--- config.mk ---
export PLATFORM = sky130hd
export DESIGN_NAME = zero_skip_run_length_decoder_top_flat
export DESIGN_NICKNAME = d
export VERILOG_FILES = /design/src/zsrld_pkg.sv /design/src/zsrld_if.sv /design/src/zero_skip_run_length_decoder_top.sv /design/src/zsrld_front.sv /design/src/zsrld_fifo.sv /design/src/zsrld_back.sv /design/src/flat_wrapper.sv
export SDC_FILE = /design/constraint.sdc
export NUM_CORES = 1
export LEC_CHECK = 0
export ABC_CLOCK_PERIOD_IN_PS = 8450
export BUFFER_PORTS_ARGS = -buffer_cell sky130_fd_sc_hd__clkbuf_2
export CAP_MARGIN = 40
export CELL_PAD_IN_SITES_DETAIL_PLACEMENT = 1
export CELL_PAD_IN_SITES_GLOBAL_PLACEMENT = 2
export CORE_MARGIN = 3
export CORE_UTILIZATION = 39
export DETAILED_ROUTE_END_ITERATION = 6
export GPL_TIMING_DRIVEN = 1
export PLACE_DENSITY = 0.93
export RECOVER_POWER = 100
export SETUP_SLACK_MARGIN = 0.05
export SLEW_MARGIN = 20
export SYNTH_ARGS = -nofsm -noshare
export SYNTH_HDL_FRONTEND = slang
export SYNTH_SLANG_ARGS = --single-unit
--- constraint.sdc ---
create_clock -name clk -period 8.45 [get_ports clk]
set_input_delay 0.4225 -clock clk [delete_from_list [all_inputs] [get_ports clk]]
set_output_delay 0.4225 -clock clk [all_outputs]
set_load 0.02 [all_outputs]
--- src/zsrld_pkg.sv ---
// ----------------------------------------------------------------------------
// zsrld_pkg
// Shared types and constants of the zero-skip run-length decoder.
// ----------------------------------------------------------------------------
`default_nettype none

package zsrld_pkg;

  localparam int MAX_FRAME_BYTES = 65536;
  localparam int OFFSET_SPAN     = 65536;
  localparam int LIMIT_CAP       = (MAX_FRAME_BYTES < OFFSET_SPAN) ?
                                   MAX_FRAME_BYTES : OFFSET_SPAN;

  localparam int BYTE_W     = 8;
  localparam int COUNT_W    = 17;
  localparam int OFFSET_W   = 17;
  localparam int START_W    = 16;
  localparam int IDX_W      = 3;
  localparam int CFG_ADDR_W = 1;
  localparam int CFG_DATA_W = 17;

  localparam logic [COUNT_W-1:0]    ACCUM_MAX     = 17'h1FFFF;
  localparam logic [OFFSET_W-1:0]   LIMIT_CAP_V   = OFFSET_W'(LIMIT_CAP);
  localparam logic [CFG_DATA_W-1:0] FRAME_RST     = CFG_DATA_W'(65536);
  localparam logic [IDX_W-1:0]      IDX_MAX       = 3'd7;
  localparam logic [BYTE_W-1:0]     OP_ZERO       = 8'h00;
  localparam logic [BYTE_W-1:0]     OP_SKIP       = 8'h01;
  localparam logic [BYTE_W-1:0]     PAYLOAD_MASK  = 8'h7F;
  localparam logic [BYTE_W-1:0]     CONT_MASK     = 8'h80;

  localparam logic [CFG_ADDR_W-1:0] REG_LENGTH_FORMAT = 1'd0;
  localparam logic [CFG_ADDR_W-1:0] REG_FRAME_BYTES   = 1'd1;

  localparam int FIFO_DEPTH = 2;
  localparam int FIFO_PTR_W = $clog2(FIFO_DEPTH);
  localparam int FIFO_CNT_W = $clog2(FIFO_DEPTH + 1);

  typedef enum logic [1:0] {
    PH_IDLE   = 2'b01,
    PH_LENGTH = 2'b10
  } phase_t;

  typedef enum logic [1:0] {
    CMD_NONE,
    CMD_LIT,
    CMD_ZERO,
    CMD_SKIP
  } cmd_kind_t;

  typedef struct packed {
    cmd_kind_t          kind;
    logic [COUNT_W-1:0] count;
    logic [BYTE_W-1:0]  fill;
    logic               last;
    logic               trunc;
  } cmd_t;

endpackage

`default_nettype wire

--- src/zsrld_if.sv ---
// ----------------------------------------------------------------------------
// zsrld_in_if / zsrld_out_if
// Valid/ready channels carrying compressed bytes in and run descriptors out.
// ----------------------------------------------------------------------------
`default_nettype none

interface zsrld_in_if;
  logic       valid;
  logic       ready;
  logic [7:0] code_byte;
  logic       last_in_frame;

  modport source (output valid, output code_byte, output last_in_frame, input ready);
  modport sink   (input valid, input code_byte, input last_in_frame, output ready);
endinterface

interface zsrld_out_if;
  logic        valid;
  logic        ready;
  logic [15:0] start_offset;
  logic [16:0] run_count;
  logic [7:0]  fill_value;
  logic        frame_end;
  logic        overflow;

  modport source (output valid, output start_offset, output run_count,
                  output fill_value, output frame_end, output overflow, input ready);
  modport sink   (input valid, input start_offset, input run_count,
                  input fill_value, input frame_end, input overflow, output ready);
endinterface

`default_nettype wire

--- src/zero_skip_run_length_decoder_top.sv ---
// ----------------------------------------------------------------------------
// zero_skip_run_length_decoder_top
// Zero-skip run-length decoder with varint or two-byte run lengths.
// ----------------------------------------------------------------------------
// Takes one compressed byte per clock while the command queue has room and
// turns literals, zero runs and skips into write descriptors (start, count,
// value); the byte flagged as last in the frame always yields a descriptor
// with frame_end set and then the decoder returns to its reset state. The
// parser front end and the run executor are separated by a two-entry
// command queue, and results leave through an output register, so a byte
// can be taken every cycle while the queue is not full. A descriptor passes
// through the command queue and then the output register before it is
// presented. The pace is set by the clip-and-advance step on the write
// offset in the executor. Configuration writes must only be made while no
// transaction is in flight.
// ----------------------------------------------------------------------------
`default_nettype none

module zero_skip_run_length_decoder_top (
  input  wire logic                              clk,
  input  wire logic                              rst_n,
  input  wire logic                              cfg_we,
  input  wire logic [zsrld_pkg::CFG_ADDR_W-1:0]  cfg_addr,
  input  wire logic [zsrld_pkg::CFG_DATA_W-1:0]  cfg_data,
  zsrld_in_if.sink                               in_if,
  zsrld_out_if.source                            out_if
);

  logic                              length_format_r;
  logic [zsrld_pkg::CFG_DATA_W-1:0]  frame_bytes_r;

  logic            in_accept;
  logic            cmd_push;
  zsrld_pkg::cmd_t cmd_in;
  zsrld_pkg::cmd_t cmd_out;
  logic            q_full;
  logic            q_not_empty;
  logic            q_pop;

  always_ff @(posedge clk) begin
    if (!rst_n) begin
      length_format_r <= 1'b0;
      frame_bytes_r   <= zsrld_pkg::FRAME_RST;
    end else if (cfg_we) begin
      case (cfg_addr)
        zsrld_pkg::REG_LENGTH_FORMAT: length_format_r <= cfg_data[0];
        zsrld_pkg::REG_FRAME_BYTES:   frame_bytes_r   <= cfg_data;
        default: ;
      endcase
    end
  end

  assign in_if.ready = !q_full;
  assign in_accept   = in_if.valid && !q_full;

  zsrld_front u_front (
    .clk           (clk),
    .rst_n         (rst_n),
    .length_format (length_format_r),
    .in_accept     (in_accept),
    .in_byte       (in_if.code_byte),
    .in_last       (in_if.last_in_frame),
    .cmd_push      (cmd_push),
    .cmd           (cmd_in)
  );

  zsrld_fifo u_fifo (
    .clk       (clk),
    .rst_n     (rst_n),
    .push      (cmd_push),
    .push_data (cmd_in),
    .full      (q_full),
    .pop       (q_pop),
    .not_empty (q_not_empty),
    .pop_data  (cmd_out)
  );

  zsrld_back u_back (
    .clk         (clk),
    .rst_n       (rst_n),
    .frame_bytes (frame_bytes_r),
    .cmd_valid   (q_not_empty),
    .cmd         (cmd_out),
    .cmd_pop     (q_pop),
    .out_if      (out_if)
  );

endmodule

`default_nettype wire

--- src/zsrld_front.sv ---
// ----------------------------------------------------------------------------
// zsrld_front
// Parses the byte stream into literal, zero-run, skip and end commands.
// ----------------------------------------------------------------------------
`default_nettype none

module zsrld_front (
  input  wire logic                          clk,
  input  wire logic                          rst_n,
  input  wire logic                          length_format,
  input  wire logic                          in_accept,
  input  wire logic [zsrld_pkg::BYTE_W-1:0]  in_byte,
  input  wire logic                          in_last,
  output      logic                          cmd_push,
  output      zsrld_pkg::cmd_t               cmd
);

  zsrld_pkg::phase_t                   phase_r, phase_nxt;
  logic                                skip_r, skip_nxt;
  logic [zsrld_pkg::COUNT_W-1:0]       accum_r, accum_nxt;
  logic [zsrld_pkg::IDX_W-1:0]         idx_r, idx_nxt;

  logic [zsrld_pkg::COUNT_W-1:0]       accum_new;
  logic                                done;
  logic [6:0]                          pay;
  logic [23:0]                         shl;
  logic [23:0]                         merged;

  // varint payload placed at its 7-bit group
  always_comb begin
    pay = in_byte[6:0] & zsrld_pkg::PAYLOAD_MASK[6:0];
    case (idx_r)
      3'd0:    shl = {17'd0, pay};
      3'd1:    shl = {10'd0, pay, 7'd0};
      3'd2:    shl = {3'd0, pay, 14'd0};
      default: shl = '0;
    endcase
    merged = {7'd0, accum_r} | shl;
  end

  always_comb begin
    if (length_format) begin
      if (idx_r == '0) begin
        accum_new = {9'd0, in_byte};
      end else begin
        accum_new = accum_r | {1'b0, in_byte, 8'd0};
      end
      done = (idx_r != '0);
    end else begin
      if (idx_r >= 3'd3) begin
        accum_new = (pay != '0) ? zsrld_pkg::ACCUM_MAX : accum_r;
      end else begin
        accum_new = (|merged[23:17]) ? zsrld_pkg::ACCUM_MAX : merged[16:0];
      end
      done = ((in_byte & zsrld_pkg::CONT_MASK) == '0);
    end
  end

  always_comb begin
    phase_nxt = phase_r;
    skip_nxt  = skip_r;
    accum_nxt = accum_r;
    idx_nxt   = idx_r;
    cmd       = '{kind: zsrld_pkg::CMD_NONE, count: '0, fill: '0, last: 1'b0, trunc: 1'b0};
    cmd_push  = 1'b0;
    if (in_accept) begin
      if (phase_r == zsrld_pkg::PH_IDLE) begin
        if (in_byte == zsrld_pkg::OP_ZERO || in_byte == zsrld_pkg::OP_SKIP) begin
          skip_nxt  = (in_byte == zsrld_pkg::OP_SKIP);
          accum_nxt = '0;
          idx_nxt   = '0;
          phase_nxt = zsrld_pkg::PH_LENGTH;
        end else begin
          cmd.kind  = zsrld_pkg::CMD_LIT;
          cmd.count = zsrld_pkg::COUNT_W'(1);
          cmd.fill  = in_byte;
          cmd_push  = 1'b1;
        end
      end else begin
        idx_nxt = (idx_r < zsrld_pkg::IDX_MAX) ? idx_r + 3'd1 : idx_r;
        if (done) begin
          cmd.kind  = skip_r ? zsrld_pkg::CMD_SKIP : zsrld_pkg::CMD_ZERO;
          cmd.count = accum_new;
          cmd_push  = 1'b1;
          phase_nxt = zsrld_pkg::PH_IDLE;
          accum_nxt = '0;
          idx_nxt   = '0;
          skip_nxt  = 1'b0;
        end else begin
          accum_nxt = accum_new;
        end
      end
      if (in_last) begin
        // a run still waiting for its length is dropped
        cmd.last  = 1'b1;
        cmd.trunc = (phase_nxt != zsrld_pkg::PH_IDLE);
        cmd_push  = 1'b1;
        phase_nxt = zsrld_pkg::PH_IDLE;
        accum_nxt = '0;
        idx_nxt   = '0;
        skip_nxt  = 1'b0;
      end
    end
  end

  always_ff @(posedge clk) begin
    if (!rst_n) begin
      phase_r <= zsrld_pkg::PH_IDLE;
      skip_r  <= 1'b0;
      accum_r <= '0;
      idx_r   <= '0;
    end else begin
      phase_r <= phase_nxt;
      skip_r  <= skip_nxt;
      accum_r <= accum_nxt;
      idx_r   <= idx_nxt;
    end
  end

endmodule

`default_nettype wire

--- src/zsrld_fifo.sv ---
// ----------------------------------------------------------------------------
// zsrld_fifo
// Short command queue between the parser and the run executor.
// ----------------------------------------------------------------------------
`default_nettype none

module zsrld_fifo (
  input  wire logic            clk,
  input  wire logic            rst_n,
  input  wire logic            push,
  input  wire zsrld_pkg::cmd_t push_data,
  output      logic            full,
  input  wire logic            pop,
  output      logic            not_empty,
  output      zsrld_pkg::cmd_t pop_data
);

  zsrld_pkg::cmd_t                    slot_r [zsrld_pkg::FIFO_DEPTH];
  logic [zsrld_pkg::FIFO_PTR_W-1:0]   wr_ptr_r, wr_ptr_nxt;
  logic [zsrld_pkg::FIFO_PTR_W-1:0]   rd_ptr_r, rd_ptr_nxt;
  logic [zsrld_pkg::FIFO_CNT_W-1:0]   cnt_r, cnt_nxt;
  logic                               do_push, do_pop;

  assign full      = (cnt_r == zsrld_pkg::FIFO_CNT_W'(zsrld_pkg::FIFO_DEPTH));
  assign not_empty = (cnt_r != '0);
  assign pop_data  = slot_r[rd_ptr_r];
  assign do_push   = push && !full;
  assign do_pop    = pop && not_empty;

  always_comb begin
    wr_ptr_nxt = wr_ptr_r;
    rd_ptr_nxt = rd_ptr_r;
    cnt_nxt    = cnt_r;
    if (do_push) begin
      wr_ptr_nxt = (wr_ptr_r == zsrld_pkg::FIFO_PTR_W'(zsrld_pkg::FIFO_DEPTH - 1)) ?
                   '0 : wr_ptr_r + zsrld_pkg::FIFO_PTR_W'(1);
    end
    if (do_pop) begin
      rd_ptr_nxt = (rd_ptr_r == zsrld_pkg::FIFO_PTR_W'(zsrld_pkg::FIFO_DEPTH - 1)) ?
                   '0 : rd_ptr_r + zsrld_pkg::FIFO_PTR_W'(1);
    end
    if (do_push && !do_pop) begin
      cnt_nxt = cnt_r + zsrld_pkg::FIFO_CNT_W'(1);
    end else if (do_pop && !do_push) begin
      cnt_nxt = cnt_r - zsrld_pkg::FIFO_CNT_W'(1);
    end
  end

  always_ff @(posedge clk) begin
    if (do_push) begin
      slot_r[wr_ptr_r] <= push_data;
    end
  end

  always_ff @(posedge clk) begin
    if (!rst_n) begin
      wr_ptr_r <= '0;
      rd_ptr_r <= '0;
      cnt_r    <= '0;
    end else begin
      wr_ptr_r <= wr_ptr_nxt;
      rd_ptr_r <= rd_ptr_nxt;
      cnt_r    <= cnt_nxt;
    end
  end

endmodule

`default_nettype wire

--- src/zsrld_back.sv ---
// ----------------------------------------------------------------------------
// zsrld_back
// Executes commands: clips to the frame size, tracks the write offset and
// presents run descriptors through an output register.
// ----------------------------------------------------------------------------
`default_nettype none

module zsrld_back (
  input  wire logic                              clk,
  input  wire logic                              rst_n,
  input  wire logic [zsrld_pkg::CFG_DATA_W-1:0]  frame_bytes,
  input  wire logic                              cmd_valid,
  input  wire zsrld_pkg::cmd_t                   cmd,
  output      logic                              cmd_pop,
  zsrld_out_if.source                            out_if
);

  logic [zsrld_pkg::OFFSET_W-1:0] offset_r, offset_nxt;
  logic                           ovf_r, ovf_nxt;
  logic                           out_valid_r, out_valid_nxt;
  logic [zsrld_pkg::START_W-1:0]  start_r;
  logic [zsrld_pkg::COUNT_W-1:0]  count_r;
  logic [zsrld_pkg::BYTE_W-1:0]   fill_r;
  logic                           end_r;
  logic                           oflag_r;

  logic [zsrld_pkg::OFFSET_W-1:0] limit;
  logic [zsrld_pkg::OFFSET_W-1:0] room;
  logic                           clipped;
  logic [zsrld_pkg::COUNT_W-1:0]  take;
  logic [zsrld_pkg::OFFSET_W-1:0] new_off;
  logic [zsrld_pkg::OFFSET_W-1:0] run_start;
  logic                           makes_result;
  logic                           slot_free;
  logic                           load_out;

  always_comb begin
    if (frame_bytes == '0 || frame_bytes > zsrld_pkg::LIMIT_CAP_V) begin
      limit = zsrld_pkg::LIMIT_CAP_V;
    end else begin
      limit = frame_bytes;
    end
    room    = (offset_r >= limit) ? '0 : limit - offset_r;
    clipped = (cmd.count > room);
    take    = clipped ? room : cmd.count;
    new_off = offset_r + take;
  end

  assign makes_result = (cmd.kind == zsrld_pkg::CMD_LIT) ||
                        (cmd.kind == zsrld_pkg::CMD_ZERO) || cmd.last;
  assign slot_free    = !out_valid_r || out_if.ready;
  // a skip inside the frame moves the offset without needing the output slot
  assign cmd_pop      = cmd_valid && (slot_free || !makes_result);
  assign load_out     = cmd_pop && makes_result;
  assign run_start    = (cmd.kind == zsrld_pkg::CMD_LIT || cmd.kind == zsrld_pkg::CMD_ZERO) ?
                        offset_r : new_off;

  always_comb begin
    offset_nxt    = offset_r;
    ovf_nxt       = ovf_r;
    out_valid_nxt = out_valid_r;
    if (out_valid_r && out_if.ready) begin
      out_valid_nxt = 1'b0;
    end
    if (load_out) begin
      out_valid_nxt = 1'b1;
    end
    if (cmd_pop) begin
      if (cmd.last) begin
        offset_nxt = '0;
        ovf_nxt    = 1'b0;
      end else begin
        offset_nxt = new_off;
        ovf_nxt    = ovf_r | clipped;
      end
    end
  end

  always_ff @(posedge clk) begin
    if (load_out) begin
      start_r <= run_start[zsrld_pkg::OFFSET_W-1] ? '1 : run_start[zsrld_pkg::START_W-1:0];
      count_r <= (cmd.kind == zsrld_pkg::CMD_SKIP) ? '0 : take;
      fill_r  <= cmd.fill;
      end_r   <= cmd.last;
      oflag_r <= ovf_r | clipped | cmd.trunc;
    end
  end

  always_ff @(posedge clk) begin
    if (!rst_n) begin
      offset_r    <= '0;
      ovf_r       <= 1'b0;
      out_valid_r <= 1'b0;
    end else begin
      offset_r    <= offset_nxt;
      ovf_r       <= ovf_nxt;
      out_valid_r <= out_valid_nxt;
    end
  end

  assign out_if.valid        = out_valid_r;
  assign out_if.start_offset = start_r;
  assign out_if.run_count    = count_r;
  assign out_if.fill_value   = fill_r;
  assign out_if.frame_end    = end_r;
  assign out_if.overflow     = oflag_r;

endmodule

`default_nettype wire

--- src/flat_wrapper.sv ---
// flat-port wrapper written by rule: the top's interface ports become plain ports
module zero_skip_run_length_decoder_top_flat 
  (clk, rst_n, cfg_we, cfg_addr, cfg_data, in_if_valid, in_if_code_byte, in_if_last_in_frame, in_if_ready, out_if_valid, out_if_start_offset, out_if_run_count, out_if_fill_value, out_if_frame_end, out_if_overflow, out_if_ready);
  zsrld_in_if in_if_i ();
  zsrld_out_if out_if_i ();
  input  wire logic clk;
  input  wire logic rst_n;
  input  wire logic cfg_we;
  input  wire logic [zsrld_pkg::CFG_ADDR_W-1:0] cfg_addr;
  input  wire logic [zsrld_pkg::CFG_DATA_W-1:0] cfg_data;
  input wire logic [$bits(in_if_i.valid)-1:0] in_if_valid;
  input wire logic [$bits(in_if_i.code_byte)-1:0] in_if_code_byte;
  input wire logic [$bits(in_if_i.last_in_frame)-1:0] in_if_last_in_frame;
  output wire logic [$bits(in_if_i.ready)-1:0] in_if_ready;
  output wire logic [$bits(out_if_i.valid)-1:0] out_if_valid;
  output wire logic [$bits(out_if_i.start_offset)-1:0] out_if_start_offset;
  output wire logic [$bits(out_if_i.run_count)-1:0] out_if_run_count;
  output wire logic [$bits(out_if_i.fill_value)-1:0] out_if_fill_value;
  output wire logic [$bits(out_if_i.frame_end)-1:0] out_if_frame_end;
  output wire logic [$bits(out_if_i.overflow)-1:0] out_if_overflow;
  input wire logic [$bits(out_if_i.ready)-1:0] out_if_ready;
  assign in_if_i.valid = in_if_valid;
  assign in_if_i.code_byte = in_if_code_byte;
  assign in_if_i.last_in_frame = in_if_last_in_frame;
  assign in_if_ready = in_if_i.ready;
  assign out_if_valid = out_if_i.valid;
  assign out_if_start_offset = out_if_i.start_offset;
  assign out_if_run_count = out_if_i.run_count;
  assign out_if_fill_value = out_if_i.fill_value;
  assign out_if_frame_end = out_if_i.frame_end;
  assign out_if_overflow = out_if_i.overflow;
  assign out_if_i.ready = out_if_ready;
  zero_skip_run_length_decoder_top u_core (.clk(clk), .rst_n(rst_n), .cfg_we(cfg_we), .cfg_addr(cfg_addr), .cfg_data(cfg_data), .in_if(in_if_i), .out_if(out_if_i));
endmodule
-- Word-level counts from Yosys, hierarchy flattened
Memory sizes are Yosys's and may differ from the RTL's. A register that Yosys moved wholly into a read port is not among the register bits.
Cells that the tools add are included.
- $add $sub $neg: 7
- magnitude comparators: 5
- eq/ne operators: 10
- muxes and demuxes: 53
- bitwise logic cells: 5
- reductions and logical operators: 36
- operators by type and width (cell ; count):
    $mux W17 ; 14
    $pmux W21 S3 ; 1
    $mux W19 ; 2
    $mux W29 ; 1
    $mux W26 ; 1
    $or A17 B24 Y24 ; 1
    $mux W1 ; 20
    $add A17 B17 Y17 ; 1
    $ge A17 B17 Y1 ; 1
    $gt A17 B17 Y1 ; 1
    $gt A17 B17 Y1 const B ; 1
    $logic_not A17 Y1 ; 1
    $or A17 B16 Y17 ; 1
    $sub A17 B17 Y17 ; 1
    $logic_not A8 Y1 ; 2
    $mux W2 ; 8
    $mux W3 ; 5
    $eq A8 B1 Y1 const B ; 1
    $logic_and A1 B1 Y1 ; 8
    $mux W8 ; 1
    $reduce_bool A7 Y1 ; 1
    $reduce_or A7 Y1 ; 1
    $eq A2 B2 Y1 const B ; 3
    $logic_or A1 B1 Y1 ; 6
    other kinds (20) ; 33
- flip-flop bits (word level): 107
- memory bits (writable): 58
- bits of input ports: 32
- output and inout port bits: 45
- word-level logic and storage cells: 134
- memories: 1
- memory list (name ; depth ; width ; rd ports ; clocked after Yosys merged registers in ; wr ports ; RTL line ; source):
    u_core.u_fifo.slot_r ; 2 ; 29 ; 1 ; 1 ; 1 ; zsrld_fifo.sv:18 ; zsrld_pkg::cmd_t slot_r [zsrld_pkg::FIFO_DEPTH];

-- Longest topological paths before layout
- depth after elaboration: 11
- mapped depth: 36
- gate-level depth less buffers: 34

-- Modules after synthesis
Synthesis repeated with hierarchy kept, for this count alone.
- cells, all modules: 999
- area total of the unflattened synthesis: 9879.5 um2
- by module, submodules not included (module ; times used ; cells each ; area an instance (um2) ; seq. area each (um2)):
    zsrld_back ; 1 ; 553 ; 4971.0 ; 1671.6
    zsrld_fifo ; 1 ; 115 ; 2324.7 ; 1841.8
    zsrld_front ; 1 ; 246 ; 1809.2 ; 460.4
    zero_skip_run_length_decoder_top ; 1 ; 85 ; 774.5 ; 360.3

-- Worst setup path after synthesis
No wires, ideal clock.
- path type: reg-to-reg
- start: register u_core.frame_bytes_r[0] (netlist name)
- end: register u_core.u_back.start_r, in the netlist u_core.u_back.out_if.start_offset[11], data pin
- library setup time: 0.274 ns
- data arrival time: 7.197 ns
- data required time: 8.176 ns
- setup slack: 0.978 ns
- cell stages (with the launch flop): 34
- path buffers: 5
- period minus slack after synthesis: 7.472 ns
- cells stage by stage: dfxtp_1 -> nor4_1 -> nand4_1 -> ha_1 -> clkbuf_1 -> nor2b_1 -> ha_1 -> a21o_1 -> a21oi_1 -> a21oi_1 -> a31oi_4 -> nor2_1 -> clkbuf_1 -> nand2_1 -> ha_1 -> nand3_1 -> o21bai_1 -> a31o_2 -> a211o_1 -> nand2_1 -> and2_1 -> buf_2 -> clkbuf_1 -> a21oi_1 -> ha_1 -> or2_2 -> a21oi_1 -> a211oi_1 -> nor3_1 -> o21ai_1 -> o41a_1 -> o311ai_4 -> buf_6 -> o2111ai_1
- longest elaborated chain between the ends: 9
- elaborated cells on any way between the ends: 11
- classes of those cells: add/sub (2); order compare (3); mux (4); reduce/logical (2)
- RTL lines (item ; RTL line ; source):
    start: declaration ; zero_skip_run_length_decoder_top.sv:30 ; logic [zsrld_pkg::CFG_DATA_W-1:0] frame_bytes_r;
    start signal: assignment ; zero_skip_run_length_decoder_top.sv:43 ; frame_bytes_r <= zsrld_pkg::FRAME_RST;
    start signal: assignment ; zero_skip_run_length_decoder_top.sv:47 ; zsrld_pkg::REG_FRAME_BYTES: frame_bytes_r <= cfg_data;
    $gt A17 B17 Y1 or $logic_not A17 Y1 (tied branches) ; zsrld_back.sv:38 ; if (frame_bytes == '0 || frame_bytes > zsrld_pkg::LIMIT_CAP_V) begin
    $logic_or A1 B1 Y1 ; zsrld_back.sv:38 ;
    $mux W17 (*) ; zsrld_back.sv:38 ;
    $sub A17 B17 Y17 or $ge A17 B17 Y1 (tied branches) ; zsrld_back.sv:43 ; room = (offset_r >= limit) ? '0 : limit - offset_r;
    $mux W17 (*) ; zsrld_back.sv:43 ;
    $gt A17 B17 Y1 ; zsrld_back.sv:44 ; clipped = (cmd.count > room);
    $mux W17 (*) ; zsrld_back.sv:45 ; take = clipped ? room : cmd.count;
    via u_core.u_back.take (one bit) ; zsrld_back.sv:30 ; logic [zsrld_pkg::COUNT_W-1:0] take;
    $add A17 B17 Y17 (*) ; zsrld_back.sv:46 ; new_off = offset_r + take;
    $mux W17 (*) ; zsrld_back.sv:55 ; assign run_start = (cmd.kind == zsrld_pkg::CMD_LIT || cmd.kind == zsrld_pkg::CMD_ZERO) ?
    end signal: assignment ; zsrld_back.sv:81 ; start_r <= run_start[zsrld_pkg::OFFSET_W-1] ? '1 : run_start[zsrld_pkg::START_W-1:0];
    end: declaration ; zsrld_back.sv:21 ; logic [zsrld_pkg::START_W-1:0] start_r;
Mark *: on every way through the listed nets, which the timed path passes. The rest lies on a longest branch.
A chain may end at the register's enable or synchronous reset.

-- Final worst setup path
- start: register u_core.frame_bytes_r[11] (netlist name)
- end: register u_core.u_back.start_r, in the netlist u_core.u_back.out_if.start_offset[12], data pin
Same word-level chain as after synthesis.

==> metrics.txt <==
endpoints failing hold 0; Place WS -0.00753 ns; prevailing post-synth register cell edfxtp_1; # diodes 0; worst hold endpoint u_core.frame_bytes_r[7]$_SDFFE_PN0P_; critical path's largest stage delay between 0.4 and 0.5 ns; Initial Util about two fifths; Critical Path RT 8.61 ns; max_cap viols 2; num ports 77; worst hold path depth 3; Post-DP HPWL 20,900 µm; crit path max-delay cell type nor3_1; Top Usage Layer GRT met2; worst-margin pin slew 1.80 ns; Max H-tree Level 4; Yosys reg bits approximately 170; Nets approximately 1,200; Synth Net Count 1,086; Rows 56; synthesized cell area roughly 0.0095 mm²; largest net degree at the start of global routing 38; DIE HEIGHT 162 µm; startpoint types flip-flop; Total Wirelength between 20,000 and 30,000 µm; die area 0.0262 mm²; via count 7,892; RSZ-0062 raised after global routing no; die span in x 162 µm; RR Endpoint u_core.u_back.out_if.start_offset[12]$_SDFFCE_PP1P_; synthesized instance count 994; Area contributors post-synth edfxtp_1, dfxtp_1, ha_1, a21oi_1, nand2_1; Yosys cell types 64; routed length per placed instance 20.1 µm; total track usage 21.4%; mean number of vias per cell 5.63; placed cell count roughly 1,400; top-area cell type share of the netlist area ~32%; port bufs 76; CTS Hold Bufs 0; GRT met3 Usage 3.70%; CP Max Fanout 16; cts bufs inserted 17; Final ANT Viol Nets 0; clock insertion delay at the later pin of the skew report 0.44 ns; Post-synth EDFFs ~100; synth warn 0; Sink Count roughly 170; Synth top cells by count nand2_1, a21oi_1, edfxtp_1, nor2_1, dfxtp_1; vias in the first global route 7,956; Worst Setup End Kind flip-flop; worst r2r src u_core.frame_bytes_r[11]$_SDFFE_PN0P_; fmax 127 MHz; failing checks max-capacitance violations, max-slew violations; Iter 0 DRT Violations 615; critical path class reg -> reg; Fin Clk Skew 0.0143 ns; clk slew on worst S/H paths 0.08 ns; first-pass GRT wire length 44,000 µm; Synth async-reset ratio 0%; Seq/Total Area, Yosys between 40 and 50%; met2 usage 33.5%; hold wc startpoint cfg_data[7]; Slew Viols, Final 61; status complete, but fails checks; Slew HR -20.2%; crit-path most repeated cell a21oi_1; fin crit period 7.89 ns; DRC errors left 0; R2R cell count 32; Non-Filler Instances 1,402; Final WS setup 0.560 ns; Area Overhead vs Synth 14.2%; cell with the most instances after synthesis nand2_1; Final setup viols 0; Tightest Hold Check Type in -> reg; CP arrival 8.05 ns; met1 Usage GRT 30.2%; ratio of final minimum period to clock period 93.4%; Clock Path Buffers 2; reg2reg setup slack 0.56 ns; share of cells above drive strength 1 11.1%; initial antenna violation count 0; total global routing overflow 0; mean post-synth cell area 9.52 µm²; post-synth top area cell edfxtp_1; core footprint 0.0237 mm²; Root Driver clkbuf_16; DRT Pass-1 Iters 5; GPL Wtd Cong 0.921; CTS tree built
## through the flow
step           instance area (µm²)  util, %  hold WS [ns]  TNS [ns]
2_1_floorplan                 9460        -         0.429         0
3_3_place_gp                 10200     43.1         0.435         0
3_5_place_dp                 10200     43.3         0.445  -0.00753
4_1_cts                      10900     45.9         0.179         0
5_1_grt                      10800     45.6         0.203         0
6_report                     10800     45.6         0.192         0
## logic make-up after synthesis
family / Yosys count / synth area share [%]
simple gates: 353 / 17.8
compound gates: 269 / 18.5
xor+xnor: 22 / 2.12
fa+ha+maj: 60 / 8.09
flops: 166 / 45.8
mux: 34 / 3.93
buf+inv: 90 / 3.74
## worst max path at each step
stage                                                      from                                             endpoint  cells past startpoint
after CTS                 u_core.frame_bytes_r[11]$_SDFFE_PN0P_   u_core.u_back.out_if.start_offset[7]$_SDFFCE_PP1P_                     32
after global routing      u_core.frame_bytes_r[11]$_SDFFE_PN0P_  u_core.u_back.out_if.start_offset[14]$_SDFFCE_PP1P_                     33
after floorplan            u_core.frame_bytes_r[0]$_SDFFE_PN0P_  u_core.u_back.out_if.start_offset[11]$_SDFFCE_PP1P_                     33
final                     u_core.frame_bytes_r[11]$_SDFFE_PN0P_  u_core.u_back.out_if.start_offset[12]$_SDFFCE_PP1P_                     32
after detailed placement  u_core.frame_bytes_r[11]$_SDFFE_PN0P_   u_core.u_back.out_if.start_offset[7]$_SDFFCE_PP1P_                     30
after global placement    u_core.frame_bytes_r[11]$_SDFFE_PN0P_  u_core.u_back.out_if.start_offset[12]$_SDFFCE_PP1P_                     32
## registers in the layout, summed over array words and instances (netlist names), 2 cells and up, named ones only
name and cells:
u_core.u_back.out_if.start_offset 16, u_core.u_back.offset_r 17, u_core.u_front.accum_r 17, u_core.u_front.idx_r 3, u_core.u_back.out_if.run_count 17, u_core.u_front.phase_r 2, u_core.u_back.out_if.fill_value 8, u_core.u_fifo.slot_r 58
u_core.u_fifo.cnt_r 2, u_core.frame_bytes_r 17
## critical path, delay by kind of cell, from the launching register on
family	cells	cell delay, ns
AOI/OAI and AO/OA	14	2.79
and+or+nand+nor	10	2.37
adders and majority gates	4	1.37
buffers and inverters	4	0.72
DFF	1	0.33
## layout make-up
type | count | area, µm²
clock buffer | 18 | 429
clock inverter | 14 | 186
fill | 2761 | 12900
inverter | 50 | 188
multi-input combinational | 738 | 4810
sequential | 166 | 4330
tap | 319 | 399
timing repair buffer | 97 | 455
## repair_timing
action	CTS	global route
pin swaps	2	1
setup buffers	1	2
setup endpoints to repair	16	21
resized for setup	0	11
## routing by layer
metal,vias to the layer above,routed length [µm]
met2,227,13000
met1,3844,13200
met4,2,473
met5,-,80
li1,3784,-
met3,35,1330
## cells in the final DEF (no fill, tap or decap), types with 12 or more instances in the layout
cell type  instances
nand2_1          130
a21oi_1          105
edfxtp_1         101
nor2_1            74
dfxtp_1           65
ha_1              57
clkbuf_1          57
inv_1             46
o21ai_0           35
nor2b_1           31
clkbuf_2          30
nand3_1           26
mux2_2            22
nor3_1            21
o21a_1            20
a21o_1            17
clkbuf_16         17
a211oi_1          15
o2111ai_1         12
Power is left out: the tool's default activity adds up to more than one toggle a clock period on the data nets, which glitch-free logic cannot reach.
